<file path="config.mk">
export PLATFORM = sky130hd
export DESIGN_NAME = rsa_keygen_and_decrypt
export DESIGN_NICKNAME = d
export VERILOG_FILES = /design/src/rkd_pkg.sv /design/src/rkd_div.sv /design/src/rsa_keygen_and_decrypt.sv
export VERILOG_INCLUDE_DIRS = /design/src /design/src/src
export SDC_FILE = /design/constraint.sdc
export NUM_CORES = 2
export LEC_CHECK = 0
export BUFFER_PORTS_ARGS = -buffer_cell sky130_fd_sc_hd__buf_2
export CORE_UTILIZATION = 52
export CTS_BUF_LIST = sky130_fd_sc_hd__clkbuf_2 sky130_fd_sc_hd__clkbuf_4 sky130_fd_sc_hd__clkbuf_8
export DETAILED_ROUTE_END_ITERATION = 6
export GPL_ROUTABILITY_DRIVEN = 0
export PLACE_DENSITY = 0.67
export SYNTH_ARGS = -nofsm -noshare
export SYNTH_HDL_FRONTEND = slang
export SYNTH_HIERARCHICAL = 1
export SYNTH_SLANG_ARGS = --single-unit
</file>
<file path="constraint.sdc">
create_clock -name i_clk -period 21.2 [get_ports i_clk]
set_input_delay 1.06 -clock i_clk [delete_from_list [all_inputs] [get_ports i_clk]]
set_output_delay 1.06 -clock i_clk [all_outputs]
set_load 0.05 [all_outputs]
</file>
<file path="src/rsa_keygen_and_decrypt_assert.svh">
// ----------------------------------------------------------------------------
// RSA key generation and decryption: assertion macros
// Concurrent check macros that compile away when SYNTHESIS is defined.
// ----------------------------------------------------------------------------
`ifndef RSA_KEYGEN_AND_DECRYPT_ASSERT_SVH
`define RSA_KEYGEN_AND_DECRYPT_ASSERT_SVH
`ifndef SYNTHESIS
`define RKD_ASSERT_RST(lbl, clk, rstn, prop) \
    lbl: assert property (@(posedge clk) disable iff (!rstn) prop) \
    else $error("rkd check failed");
`define RKD_ASSERT_CLK(lbl, clk, prop) \
    lbl: assert property (@(posedge clk) prop) else $error("rkd check failed");
`else
`define RKD_ASSERT_RST(lbl, clk, rstn, prop)
`define RKD_ASSERT_CLK(lbl, clk, prop)
`endif
`endif

</file>
<file path="src/rkd_pkg.sv">
`timescale 1ns / 1ps
// ----------------------------------------------------------------------------
// RSA key generation and decryption package
// Commands, status codes and the widths of the shared divider.
// ----------------------------------------------------------------------------
package rkd_pkg;

    localparam int DVW = 72;  // dividend and quotient width
    localparam int DSW = 64;  // divisor and remainder width
    localparam int DCW = $clog2(DVW + 1);

    localparam logic CMD_KEYGEN  = 1'b0;
    localparam logic CMD_DECRYPT = 1'b1;

    localparam logic [1:0] ST_OK         = 2'd0;
    localparam logic [1:0] ST_BAD_PRIMES = 2'd1;
    localparam logic [1:0] ST_NO_KEYS    = 2'd2;

endpackage

</file>
<file path="src/rkd_div.sv">
`timescale 1ns / 1ps
// ----------------------------------------------------------------------------
// RKD shared divider
// Restoring divider, one quotient bit per cycle; done pulses after DVW steps.
// ----------------------------------------------------------------------------
module rkd_div (
    input  logic                    i_clk,
    input  logic                    i_rst_n,
    input  logic                    i_start,
    input  logic [rkd_pkg::DVW-1:0] i_dividend,
    input  logic [rkd_pkg::DSW-1:0] i_divisor,
    output logic                    o_done,
    output logic [rkd_pkg::DVW-1:0] o_quot,
    output logic [rkd_pkg::DSW-1:0] o_rem
);

    logic [rkd_pkg::DVW-1:0] r_q, n_q;
    logic [rkd_pkg::DSW-1:0] r_r, n_r;
    logic [rkd_pkg::DSW-1:0] r_dv;
    logic [rkd_pkg::DCW-1:0] r_cnt, n_cnt;
    logic                    r_busy, n_busy;
    logic                    r_done, n_done;
    logic [rkd_pkg::DSW:0]   trial;
    logic [rkd_pkg::DSW:0]   diff;

    always_comb begin
        trial  = {r_r, r_q[rkd_pkg::DVW-1]};
        diff   = trial - {1'b0, r_dv};
        n_q    = r_q;
        n_r    = r_r;
        n_cnt  = r_cnt;
        n_busy = r_busy;
        n_done = 1'b0;
        if (i_start) begin
            n_q    = i_dividend;
            n_r    = '0;
            n_cnt  = rkd_pkg::DCW'(rkd_pkg::DVW);
            n_busy = 1'b1;
        end else if (r_busy) begin
            n_q   = {r_q[rkd_pkg::DVW-2:0], !diff[rkd_pkg::DSW]};
            n_r   = diff[rkd_pkg::DSW] ? trial[rkd_pkg::DSW-1:0] : diff[rkd_pkg::DSW-1:0];
            n_cnt = r_cnt - 1'b1;
            if (r_cnt == rkd_pkg::DCW'(1)) begin
                n_busy = 1'b0;
                n_done = 1'b1;
            end
        end
    end

    always_ff @(posedge i_clk) begin
        if (!i_rst_n) begin
            r_busy <= 1'b0;
            r_done <= 1'b0;
            r_cnt  <= '0;
        end else begin
            r_busy <= n_busy;
            r_done <= n_done;
            r_cnt  <= n_cnt;
        end
        r_q <= n_q;
        r_r <= n_r;
        if (i_start) begin
            r_dv <= i_divisor;
        end
    end

    assign o_done = r_done;
    assign o_quot = r_q;
    assign o_rem  = r_r;

endmodule

</file>
<file path="src/rsa_keygen_and_decrypt.sv">
`timescale 1ns / 1ps
// ----------------------------------------------------------------------------
// RSA key generation and decryption
// Derives n, e and d from two configured primes and decrypts single words.
// ----------------------------------------------------------------------------
//  Channel   Direction  Signals                                   Moves
//  in        sink       i_in_valid / o_in_ready                   command item
//  out       source     o_out_valid / i_out_ready                 result item
//  cfg       sink       i_cfg_we, i_cfg_idx, i_cfg_data           prime registers
//
// Key generation and decryption share one restoring divider and one 32x32
// multiplier under a sequencer. Decryption accepts the item, reduces the
// ciphertext modulo n, then per bit of the private exponent multiplies the
// base into the result if the bit is set and squares the base, reducing each
// product with the divider. Key generation runs one division and subtractive
// gcd steps per candidate exponent, searches for k and builds k*m + 1, and
// ends with one final division.
// Reset is synchronous and clears the keys; the primes return to 3 and 5.
// The block takes a new item only while its sequencer is idle. A finished
// result waits in the output register; while that register is still full the
// sequencer holds in its final state.
// ----------------------------------------------------------------------------
`include "rsa_keygen_and_decrypt_assert.svh"

module rsa_keygen_and_decrypt #(
    parameter int PRIME_BITS = 16
) (
    input  logic                  i_clk,
    input  logic                  i_rst_n,
    input  logic                  i_in_valid,
    output logic                  o_in_ready,
    input  logic                  i_cmd,
    input  logic [31:0]           i_cipher_word,
    output logic                  o_out_valid,
    input  logic                  i_out_ready,
    output logic [1:0]            o_status,
    output logic [31:0]           o_modulus_n,
    output logic [31:0]           o_public_exp,
    output logic [31:0]           o_plain_word,
    input  logic                  i_cfg_we,
    input  logic                  i_cfg_idx,
    input  logic [PRIME_BITS-1:0] i_cfg_data
);

    // One-hot sequencer states.
    typedef enum logic [14:0] {
        S_IDLE  = 15'b000000000000001,
        S_MN    = 15'b000000000000010,
        S_MM    = 15'b000000000000100,
        S_MCHK  = 15'b000000000001000,
        S_EMOD  = 15'b000000000010000,
        S_GCD   = 15'b000000000100000,
        S_KSRCH = 15'b000000001000000,
        S_KMUL  = 15'b000000010000000,
        S_DDIV  = 15'b000000100000000,
        S_BMOD  = 15'b000001000000000,
        S_PSTEP = 15'b000010000000000,
        S_PSQ   = 15'b000100000000000,
        S_PMUL  = 15'b001000000000000,
        S_PRED  = 15'b010000000000000,
        S_FIN   = 15'b100000000000000
    } t_state;

    localparam logic [PRIME_BITS-1:0] P_TWO = PRIME_BITS'(2);

    t_state r_state, n_state;

    // Configuration and key state.
    logic [PRIME_BITS-1:0] r_p, r_q;
    logic [31:0] r_n, n_n, r_e, n_e, r_d, n_d;
    logic        r_keys, n_keys;

    // Working registers.
    logic [31:0] r_ntmp, n_ntmp;
    logic [63:0] r_m, n_m;
    logic [7:0]  r_etry, n_etry;
    logic [7:0]  r_mr, n_mr;
    logic [7:0]  r_ga, n_ga, r_gb, n_gb;
    logic [7:0]  r_acc, n_acc, r_k, n_k;
    logic [71:0] r_num, n_num;
    logic [31:0] r_r, n_r, r_b, n_b, r_x, n_x;
    logic        r_sq, n_sq;
    logic [1:0]  r_status, n_status;
    logic [31:0] r_plain, n_plain;
    logic [63:0] r_prod;

    // Output register.
    logic        r_ovalid, n_ovalid;
    logic [1:0]  r_ost, n_ost;
    logic [31:0] r_on, n_on, r_oe, n_oe, r_op, n_op;

    // Multiplier and divider hookup.
    logic [31:0]              mul_a, mul_b;
    logic [63:0]              mul_p;
    logic                     div_start;
    logic [rkd_pkg::DVW-1:0]  div_dividend;
    logic [rkd_pkg::DSW-1:0]  div_divisor;
    logic                     div_done;
    logic [rkd_pkg::DVW-1:0]  div_quot;
    logic [rkd_pkg::DSW-1:0]  div_rem;

    logic [8:0]  acc_sum;
    logic [7:0]  acc_next;
    logic        accept;

    rkd_div u_div (
        .i_clk      (i_clk),
        .i_rst_n    (i_rst_n),
        .i_start    (div_start),
        .i_dividend (div_dividend),
        .i_divisor  (div_divisor),
        .o_done     (div_done),
        .o_quot     (div_quot),
        .o_rem      (div_rem)
    );

    assign o_in_ready = (r_state == S_IDLE);
    assign accept     = i_in_valid && o_in_ready;

    // The multiplier inputs follow the sequencer state; the product is
    // registered and used in the following state.
    always_comb begin
        mul_a = 32'(r_p);
        mul_b = 32'(r_q);
        if (r_state == S_MM) begin
            mul_a = 32'(r_p) - 32'd1;
            mul_b = 32'(r_q) - 32'd1;
        end else if (r_state == S_PSTEP) begin
            mul_a = r_r;
            mul_b = r_b;
        end else if (r_state == S_PSQ) begin
            mul_a = r_b;
            mul_b = r_b;
        end
    end
    assign mul_p = mul_a * mul_b;

    // Running value of k*(m mod e) + 1, reduced modulo e.
    assign acc_sum  = {1'b0, r_acc} + {1'b0, r_mr};
    assign acc_next = (acc_sum >= {1'b0, r_etry}) ? 8'(acc_sum - {1'b0, r_etry})
                                                  : acc_sum[7:0];

    always_comb begin
        n_state      = r_state;
        n_n          = r_n;
        n_e          = r_e;
        n_d          = r_d;
        n_keys       = r_keys;
        n_ntmp       = r_ntmp;
        n_m          = r_m;
        n_etry       = r_etry;
        n_mr         = r_mr;
        n_ga         = r_ga;
        n_gb         = r_gb;
        n_acc        = r_acc;
        n_k          = r_k;
        n_num        = r_num;
        n_r          = r_r;
        n_b          = r_b;
        n_x          = r_x;
        n_sq         = r_sq;
        n_status     = r_status;
        n_plain      = r_plain;
        n_ovalid     = r_ovalid && !i_out_ready;
        n_ost        = r_ost;
        n_on         = r_on;
        n_oe         = r_oe;
        n_op         = r_op;
        div_start    = 1'b0;
        div_dividend = rkd_pkg::DVW'(r_m);
        div_divisor  = rkd_pkg::DSW'(r_etry);

        unique case (r_state)
            S_IDLE: begin
                if (accept) begin
                    n_status = rkd_pkg::ST_OK;
                    n_plain  = '0;
                    if (i_cmd == rkd_pkg::CMD_KEYGEN) begin
                        if (r_p < P_TWO || r_q < P_TWO) begin
                            n_n      = '0;
                            n_e      = '0;
                            n_d      = '0;
                            n_keys   = 1'b0;
                            n_status = rkd_pkg::ST_BAD_PRIMES;
                            n_state  = S_FIN;
                        end else begin
                            n_state = S_MN;
                        end
                    end else if (!r_keys) begin
                        n_status = rkd_pkg::ST_NO_KEYS;
                        n_state  = S_FIN;
                    end else if (r_n <= 32'd1) begin
                        n_state = S_FIN;
                    end else begin
                        // Reduce the ciphertext modulo n first.
                        div_start    = 1'b1;
                        div_dividend = rkd_pkg::DVW'(i_cipher_word);
                        div_divisor  = rkd_pkg::DSW'(r_n);
                        n_state      = S_BMOD;
                    end
                end
            end
            S_MN: begin
                n_state = S_MM;
            end
            S_MM: begin
                n_ntmp  = r_prod[31:0];
                n_state = S_MCHK;
            end
            S_MCHK: begin
                n_m = r_prod;
                if (r_prod <= 64'd1) begin
                    n_n      = '0;
                    n_e      = '0;
                    n_d      = '0;
                    n_keys   = 1'b0;
                    n_status = rkd_pkg::ST_BAD_PRIMES;
                    n_state  = S_FIN;
                end else begin
                    n_etry       = 8'd2;
                    div_start    = 1'b1;
                    div_dividend = rkd_pkg::DVW'(r_prod);
                    div_divisor  = rkd_pkg::DSW'(2);
                    n_state      = S_EMOD;
                end
            end
            S_EMOD: begin
                if (div_done) begin
                    n_mr    = div_rem[7:0];
                    n_ga    = r_etry;
                    n_gb    = div_rem[7:0];
                    n_state = S_GCD;
                end
            end
            S_GCD: begin
                // Subtractive gcd of the candidate and m mod candidate.
                if (r_gb == 8'd0) begin
                    if (r_ga == 8'd1) begin
                        n_acc   = 8'd1;
                        n_k     = 8'd0;
                        n_state = S_KSRCH;
                    end else begin
                        n_etry       = r_etry + 8'd1;
                        div_start    = 1'b1;
                        div_divisor  = rkd_pkg::DSW'(r_etry + 8'd1);
                        n_state      = S_EMOD;
                    end
                end else if (r_ga >= r_gb) begin
                    n_ga = r_ga - r_gb;
                end else begin
                    n_ga = r_gb;
                    n_gb = r_ga;
                end
            end
            S_KSRCH: begin
                // Smallest k with k*m + 1 divisible by e gives d = (k*m + 1) / e.
                n_acc = acc_next;
                n_k   = r_k + 8'd1;
                if (acc_next == 8'd0) begin
                    n_num   = rkd_pkg::DVW'(1);
                    n_state = S_KMUL;
                end
            end
            S_KMUL: begin
                if (r_k == 8'd0) begin
                    div_start    = 1'b1;
                    div_dividend = r_num;
                    n_state      = S_DDIV;
                end else begin
                    n_num = r_num + rkd_pkg::DVW'(r_m);
                    n_k   = r_k - 8'd1;
                end
            end
            S_DDIV: begin
                if (div_done) begin
                    n_d     = div_quot[31:0];
                    n_n     = r_ntmp;
                    n_e     = 32'(r_etry);
                    n_keys  = 1'b1;
                    n_state = S_FIN;
                end
            end
            S_BMOD: begin
                if (div_done) begin
                    n_b     = div_rem[31:0];
                    n_r     = 32'd1;
                    n_x     = r_d;
                    n_state = S_PSTEP;
                end
            end
            S_PSTEP: begin
                if (r_x == 32'd0) begin
                    n_plain = r_r;
                    n_state = S_FIN;
                end else if (r_x[0]) begin
                    n_sq    = 1'b0;
                    n_state = S_PMUL;
                end else begin
                    n_sq    = 1'b1;
                    n_state = S_PSQ;
                end
            end
            S_PSQ: begin
                n_sq    = 1'b1;
                n_state = S_PMUL;
            end
            S_PMUL: begin
                div_start    = 1'b1;
                div_dividend = rkd_pkg::DVW'(r_prod);
                div_divisor  = rkd_pkg::DSW'(r_n);
                n_state      = S_PRED;
            end
            S_PRED: begin
                if (div_done) begin
                    if (!r_sq) begin
                        n_r     = div_rem[31:0];
                        n_state = S_PSQ;
                    end else begin
                        n_b     = div_rem[31:0];
                        n_x     = r_x >> 1;
                        n_state = S_PSTEP;
                    end
                end
            end
            S_FIN: begin
                // Wait for the output register to be free.
                if (!r_ovalid || i_out_ready) begin
                    n_ovalid = 1'b1;
                    n_ost    = r_status;
                    n_on     = r_n;
                    n_oe     = r_e;
                    n_op     = r_plain;
                    n_state  = S_IDLE;
                end
            end
            default: begin
                n_state = S_IDLE;
            end
        endcase
    end

    always_ff @(posedge i_clk) begin
        if (!i_rst_n) begin
            r_state  <= S_IDLE;
            r_p      <= PRIME_BITS'(3);
            r_q      <= PRIME_BITS'(5);
            r_n      <= '0;
            r_e      <= '0;
            r_d      <= '0;
            r_keys   <= 1'b0;
            r_ovalid <= 1'b0;
        end else begin
            r_state  <= n_state;
            r_n      <= n_n;
            r_e      <= n_e;
            r_d      <= n_d;
            r_keys   <= n_keys;
            r_ovalid <= n_ovalid;
            if (i_cfg_we) begin
                if (i_cfg_idx == 1'b0) begin
                    r_p <= i_cfg_data;
                end else begin
                    r_q <= i_cfg_data;
                end
            end
        end
        r_ntmp   <= n_ntmp;
        r_m      <= n_m;
        r_etry   <= n_etry;
        r_mr     <= n_mr;
        r_ga     <= n_ga;
        r_gb     <= n_gb;
        r_acc    <= n_acc;
        r_k      <= n_k;
        r_num    <= n_num;
        r_r      <= n_r;
        r_b      <= n_b;
        r_x      <= n_x;
        r_sq     <= n_sq;
        r_status <= n_status;
        r_plain  <= n_plain;
        r_prod   <= mul_p;
        r_ost    <= n_ost;
        r_on     <= n_on;
        r_oe     <= n_oe;
        r_op     <= n_op;
    end

    assign o_out_valid  = r_ovalid;
    assign o_status     = r_ost;
    assign o_modulus_n  = r_on;
    assign o_public_exp = r_oe;
    assign o_plain_word = r_op;

    // An accepted item always takes the sequencer out of idle.
    `RKD_ASSERT_RST(a_busy_after_accept, i_clk, i_rst_n, accept |=> !o_in_ready)
    // Held keys always carry a public exponent of at least two.
    `RKD_ASSERT_RST(a_keys_have_exp, i_clk, i_rst_n, r_keys |-> (r_e >= 32'd2))
    // A missing-keys status is only produced while no keys are held.
    `RKD_ASSERT_RST(a_no_keys_status, i_clk, i_rst_n,
        (r_state == S_FIN && r_status == rkd_pkg::ST_NO_KEYS) |-> !r_keys)

endmodule

</file>
Word level (Yosys, flattened, before mapping)
Index checks and enable logic that the tools add are counted.

Div/mod/pow operators: 0. Order comparisons: 6. Equality and inequality tests: 39. Multiply operators: 1. Shifts and indexed selects: 0. $add $sub $neg: 12. Multiplexer cells: 123. Reductions and logical operators: 41. Bitwise logic cells: 3.

Operator list (count): $mux 32 (28); $mux 64 (6); $mux 72 (5); $pmux 32 s3 (3); $pmux 72 s4 (1); $pmux 32 s2 (4); $mux 15 (15); $pmux 15 s15 (1); $pmux 72 s2 (1); $mux 8 (16); $pmux 32 s4 (1); $add 72x64->72 (1); $sub 65x64->65 (1); $le 64x1->1 const B (1); $mul 32x32->64 (1); $pmux 8 s2 (4); $sub 16x1->17 const B (2); $le 32x1->1 const B (1); $logic_not 32->1 (1); $lt 16x2->1 const B (2); $ne 2x2->1 const B (15); $logic_not 8->1 (3); $pmux 8 s3 (1); $mux 1 (22); other kinds (48) (89).

Memories kept: 0. Bits of input ports: 55. Memory bits (read-only): 0. RAM bits: 0. Output and inout port bits: 100. Logic and storage cells: 260. Bits in registers: 863. Bits in latches: 0.

Logic depth before layout (Yosys ltp)
Depth in word-level cells: 7. Gate-level depth with buffers: 40. Mapped depth without buffers: 36.

Modules after synthesis
Netlist, hierarchy kept.

Modules (own cells, without submodules): rsa_keygen_and_decrypt (area an instance 61619.1 um^2, times used 1, cells an instance 6557, seq. area each 16345.7 um^2); rkd_div (area an instance 12235.5 um^2, times used 1, cells an instance 1226, seq. area each 5545.3 um^2).

Worst setup path after synthesis
Ideal clock, no wire load.

Kind: reg-to-reg. Start point: register r_state[14]. End point: register r_prod[62]. Path buffers: 4. Setup time: 0.127 ns. Slack: 11.541 ns. Data arrival time: 9.532 ns. Stages on the path, launching flop included: 36. Period minus slack after synthesis: 9.659 ns. Data required time: 21.073 ns. Cells stage by stage: dfxtp_1 nor4_2 and3_1 nand2_1 or3_1 or3b_1 buf_2 clkinv_2 buf_6 buf_4 buf_2 a21o_1 nor2_1 fa_1 fa_1 fa_1 inv_1 fa_1 inv_1 fa_1 inv_1 fa_1 inv_1 fa_1 fa_1 ha_1 a21oi_1 o221ai_1 a221o_1 a221oi_1 a311o_1 nand2_1 a2111o_1 a31oi_1 o21ai_0 xor2_1.

Cells in the longest elaborated chain, start to end: 5. Elaborated cells on any way between the ends: 10. Those cells by class: mul (1); eq/ne (3); mux (6).

RTL lines: start, declared (line rsa_keygen_and_decrypt.sv:66) `t_state r_state, n_state;`; start signal, assigned (line rsa_keygen_and_decrypt.sv:353) `r_state <= n_state;`; $eq 15x12->1 (line rsa_keygen_and_decrypt.sv:131) `end else if (r_state == S_PSQ) begin`; $mux 32 (line rsa_keygen_and_decrypt.sv:131); $mux 32 (line rsa_keygen_and_decrypt.sv:128) `end else if (r_state == S_PSTEP) begin`; $mux 32 (line rsa_keygen_and_decrypt.sv:125) `if (r_state == S_MM) begin`; $mul 32x32->64 (*) (line rsa_keygen_and_decrypt.sv:136) `assign mul_p = mul_a * mul_b;`; via mul_p[62] (line rsa_keygen_and_decrypt.sv:94) `logic [63:0] mul_p;`; end signal, assigned (line rsa_keygen_and_decrypt.sv:382) `r_prod <= mul_p;`; end, declared (line rsa_keygen_and_decrypt.sv:85) `logic [63:0] r_prod;`.

Mark *: on every way through the listed nets, which the timed path passes. The rest lies on a longest branch. A chain may end at the register's enable or synchronous reset.

Final worst setup path
Start point: register r_state[14]. End point: register r_prod[63].

The elaborated chain is that of the path after synthesis.

==> results_dict.tcl <==
set metrics [dict create \
    yosysTopAreaCell "fa_1" \
    synth_area_um2 73850 \
    fin_tns_setup_ns 0 \
    status "complete, but fails checks" \
    leakage_nw 34.16 \
    drtIter0Drc 6201 \
    gr-total-overflow 0 \
    failed_checks "DRC" \
    hold_viol 0 \
    antenna_found_initial 11 \
    slowest_stage "a311o_1" \
    layout_commonest_cell "nand2_1" \
    multi_input_area_um2 46360 \
    numPortBuffers 130 \
    ys_ff_latch 815 \
    drive_gt1_frac 0.09230 \
    htree_num_levels 4 \
    dieArea_um2 143500 \
    insertion_delay_ns 0.87 \
    tightest_slew_ns 1.271 \
    drt_wl_total_mm 229.8 \
    rsz0062_at_grt "no" \
    finClkSkew_ns 0.07099 \
    fin_crit_ns 12.26 \
    clockBufferDepth 3 \
    cp_common_cell "fa_1" \
    clock_sinks 815 \
    synthCells 7783 \
    yosys_most_used_dff "edfxtp_1" \
    cts_tree "done" \
    async_flop_share 0 \
    synth_top_area_frac 0.2445 \
    root_buffer "clkbuf_8" \
    hold_class "register to register" \
    clk_pin_slew_ns 0.06 \
    fin_cells 9801 \
    crit_type "register to register" \
    dp_cells 9537 \
    max_slew_margin 0.1526 \
    grt_pass1_vias 58480 \
    drv_slew 0 \
    vias 58030 \
    layout_common_cells "nand2_1 (1079), inv_1 (1076), fa_1 (902), nor2_1 (854), edfxtp_1 (557)" \
    ios 155 \
    syn_area_per_cell_um2 9.489 \
    cts_made_buffers 140 \
    ctsResizeCount 0 \
    drc 7 \
    postCtsSetupRepairBufs 0 \
    die_x_um 378.9 \
    crit_required_ns 21.89 \
    critical_path.startpoint_type "register" \
    arrival_ns 12.95 \
    regArea_um2 21890 \
    max_freq_mhz 81.59 \
    ir_worst_vdd_mv 0.05377 \
    first_pass_iters 7 \
    wl_per_cell_um 23.44 \
    ctsHoldBuffers 0 \
    fin_crit_sh 0.5781 \
    initial_core_util 0.5267 \
    die_h_um 378.9 \
    drt-vias-per-instance 5.921 \
    final_nets 9186 \
    hpwl_mm 172.6 \
    ys_types 97 \
    grt_max_degree 105 \
    synth-edff-count 557 \
    setup_viol 0 \
    synth.area.top_cells "fa_1 (24%), edfxtp_1 (23%), ha_1 (7.2%)" \
    grt.total_usage 0.3235 \
    grt_pass1_wl_mm 348.8 \
    fill_cells 12430 \
    maxCapViolations 0 \
    max_stage_delay_ns 0.84 \
    area_growth_syn_to_layout_pct 7.358 \
    ant_nets 0 \
    rows 137 \
    yosys_warnings 6 \
    yosysSeqAreaShare 0.2964 \
    powerDensity_nw_per_um2 48.91 \
    core_um2 140200 \
    critPathMaxFanout 64 \
    critPathCaptureType "register" \
]
[area by class of cell]
| type | count | share of cell area |
|---|---|---|
| multi-input combinational | 5517 | 0.5847 |
| clock buffer | 206 | 0.03166 |
| inverter | 1082 | 0.05127 |
| tap | 1876 | 0.02960 |
| sequential | 815 | 0.2761 |
| timing repair buffer | 247 | 0.01944 |
| clock inverter | 53 | 0.007070 |
| antenna | 5 | 0.0001578 |
[worst paths after layout]
kind	cells past startpoint	startpoint	slack (ns)	end
worst max-delay path	34	r_state[14]	8.94	r_prod[63]
worst min-delay path	0	r_plain[31]	0.41	o_plain_word[31]
worst max register to register	34	r_state[14]	8.94	r_prod[63]
worst min register to register	0	r_plain[31]	0.41	o_plain_word[31]
[synth_stat cells, types with 17 or more instances]
cell type  number
o211ai_1       25
a222oi_1       32
and2_1         95
and3_1         34
ha_1          426
nor2b_1        34
mux2i_1        46
nor4_1         48
a31oi_1        47
a211oi_1       46
xnor2_1       145
a22oi_1        45
a311oi_1       23
xor2_1         80
nor3_1         92
nand4_1        62
fa_1          902
nand3_1       122
or3_1          20
a31o_2         17
edfxtp_1      557
nand2b_1       36
o21bai_1       44
o21ai_1        22
o21ai_0       152
inv_1        1078
a21o_1        132
clkbuf_1      222
a21oi_1       412
mux2_2        115
nor2_1        862
o21a_1         37
or2_2          17
buf_2         150
nand2_1      1080
buf_4          42
dfxtp_1       258
[through the flow]
step	power, mW	hold slack [ns]	instance area [µm²]	worst slack (ns)	util
2_1_floorplan	2.149	0.4003	74060	11.54	-
3_3_place_gp	2.331	0.4012	76210	9.353	0.5435
3_5_place_dp	2.341	0.4045	76210	9.136	0.5435
4_1_cts	3.895	0.4067	79280	9.083	0.5654
5_1_grt	4.012	0.4147	79280	8.394	0.5654
6_report	3.878	0.4119	79290	8.944	0.5655
[worst max-delay path, delay by kind of cell (launching register included)]
family,cells,cell delay [ns]
fa+ha+maj,9,4.56
simple gates,10,2.39
compound gates,9,3.23
buf+inv,6,1.50
flops,1,0.34
[logic make-up (layout without fill, tap and decap cells)]
family | after synthesis | count (layout) | synth area share
buffers and inverters | 1506 | 1588 | 0.08164
multiplexers | 162 | 162 | 0.02392
XOR/XNOR | 225 | 225 | 0.02668
flip-flops | 815 | 815 | 0.2964
AND/OR/NAND/NOR | 2559 | 2559 | 0.1488
other | 1 | 61 | 0.00005078
adder cells (fa/ha/maj) | 1328 | 1328 | 0.3167
AO/OA/AOI/OAI | 1187 | 1187 | 0.1058
[routing by layer]
| layer | share of wire | up-vias | GRT usage |
|---|---|---|---|
| li1 | - | 25540 | - |
| met1 | 0.38 | 28560 | 0.4181 |
| met2 | 0.44 | 3166 | 0.4920 |
| met3 | 0.12 | 754 | 0.08572 |
| met4 | 0.064 | 8 | 0.1830 |
| met5 | 0.00018 | - | 0 |
[state kept, by name, indices dropped and copies added, names as in the netlist, 32 cells and up]
register / cells
o_modulus_n: 32
r_n: 32
r_b: 32
u_div/r_dv: 64
r_prod: 64
u_div/o_quot: 72
r_m: 64
r_plain: 32
o_plain_word: 32
u_div/o_rem: 64
r_num: 72
r_ntmp: 32
r_x: 32
r_d: 32
r_r: 32
[power by group]
part           total, mW  internal, mW  leakage [nW]  switching, mW
combinational      0.495         0.157          25.6          0.338
sequential          1.83          1.75          6.91         0.0800
clock               1.56         0.870          1.63          0.686
total               3.88          2.77          34.2           1.10
Note: power is estimated with default switching activity, not from simulation.
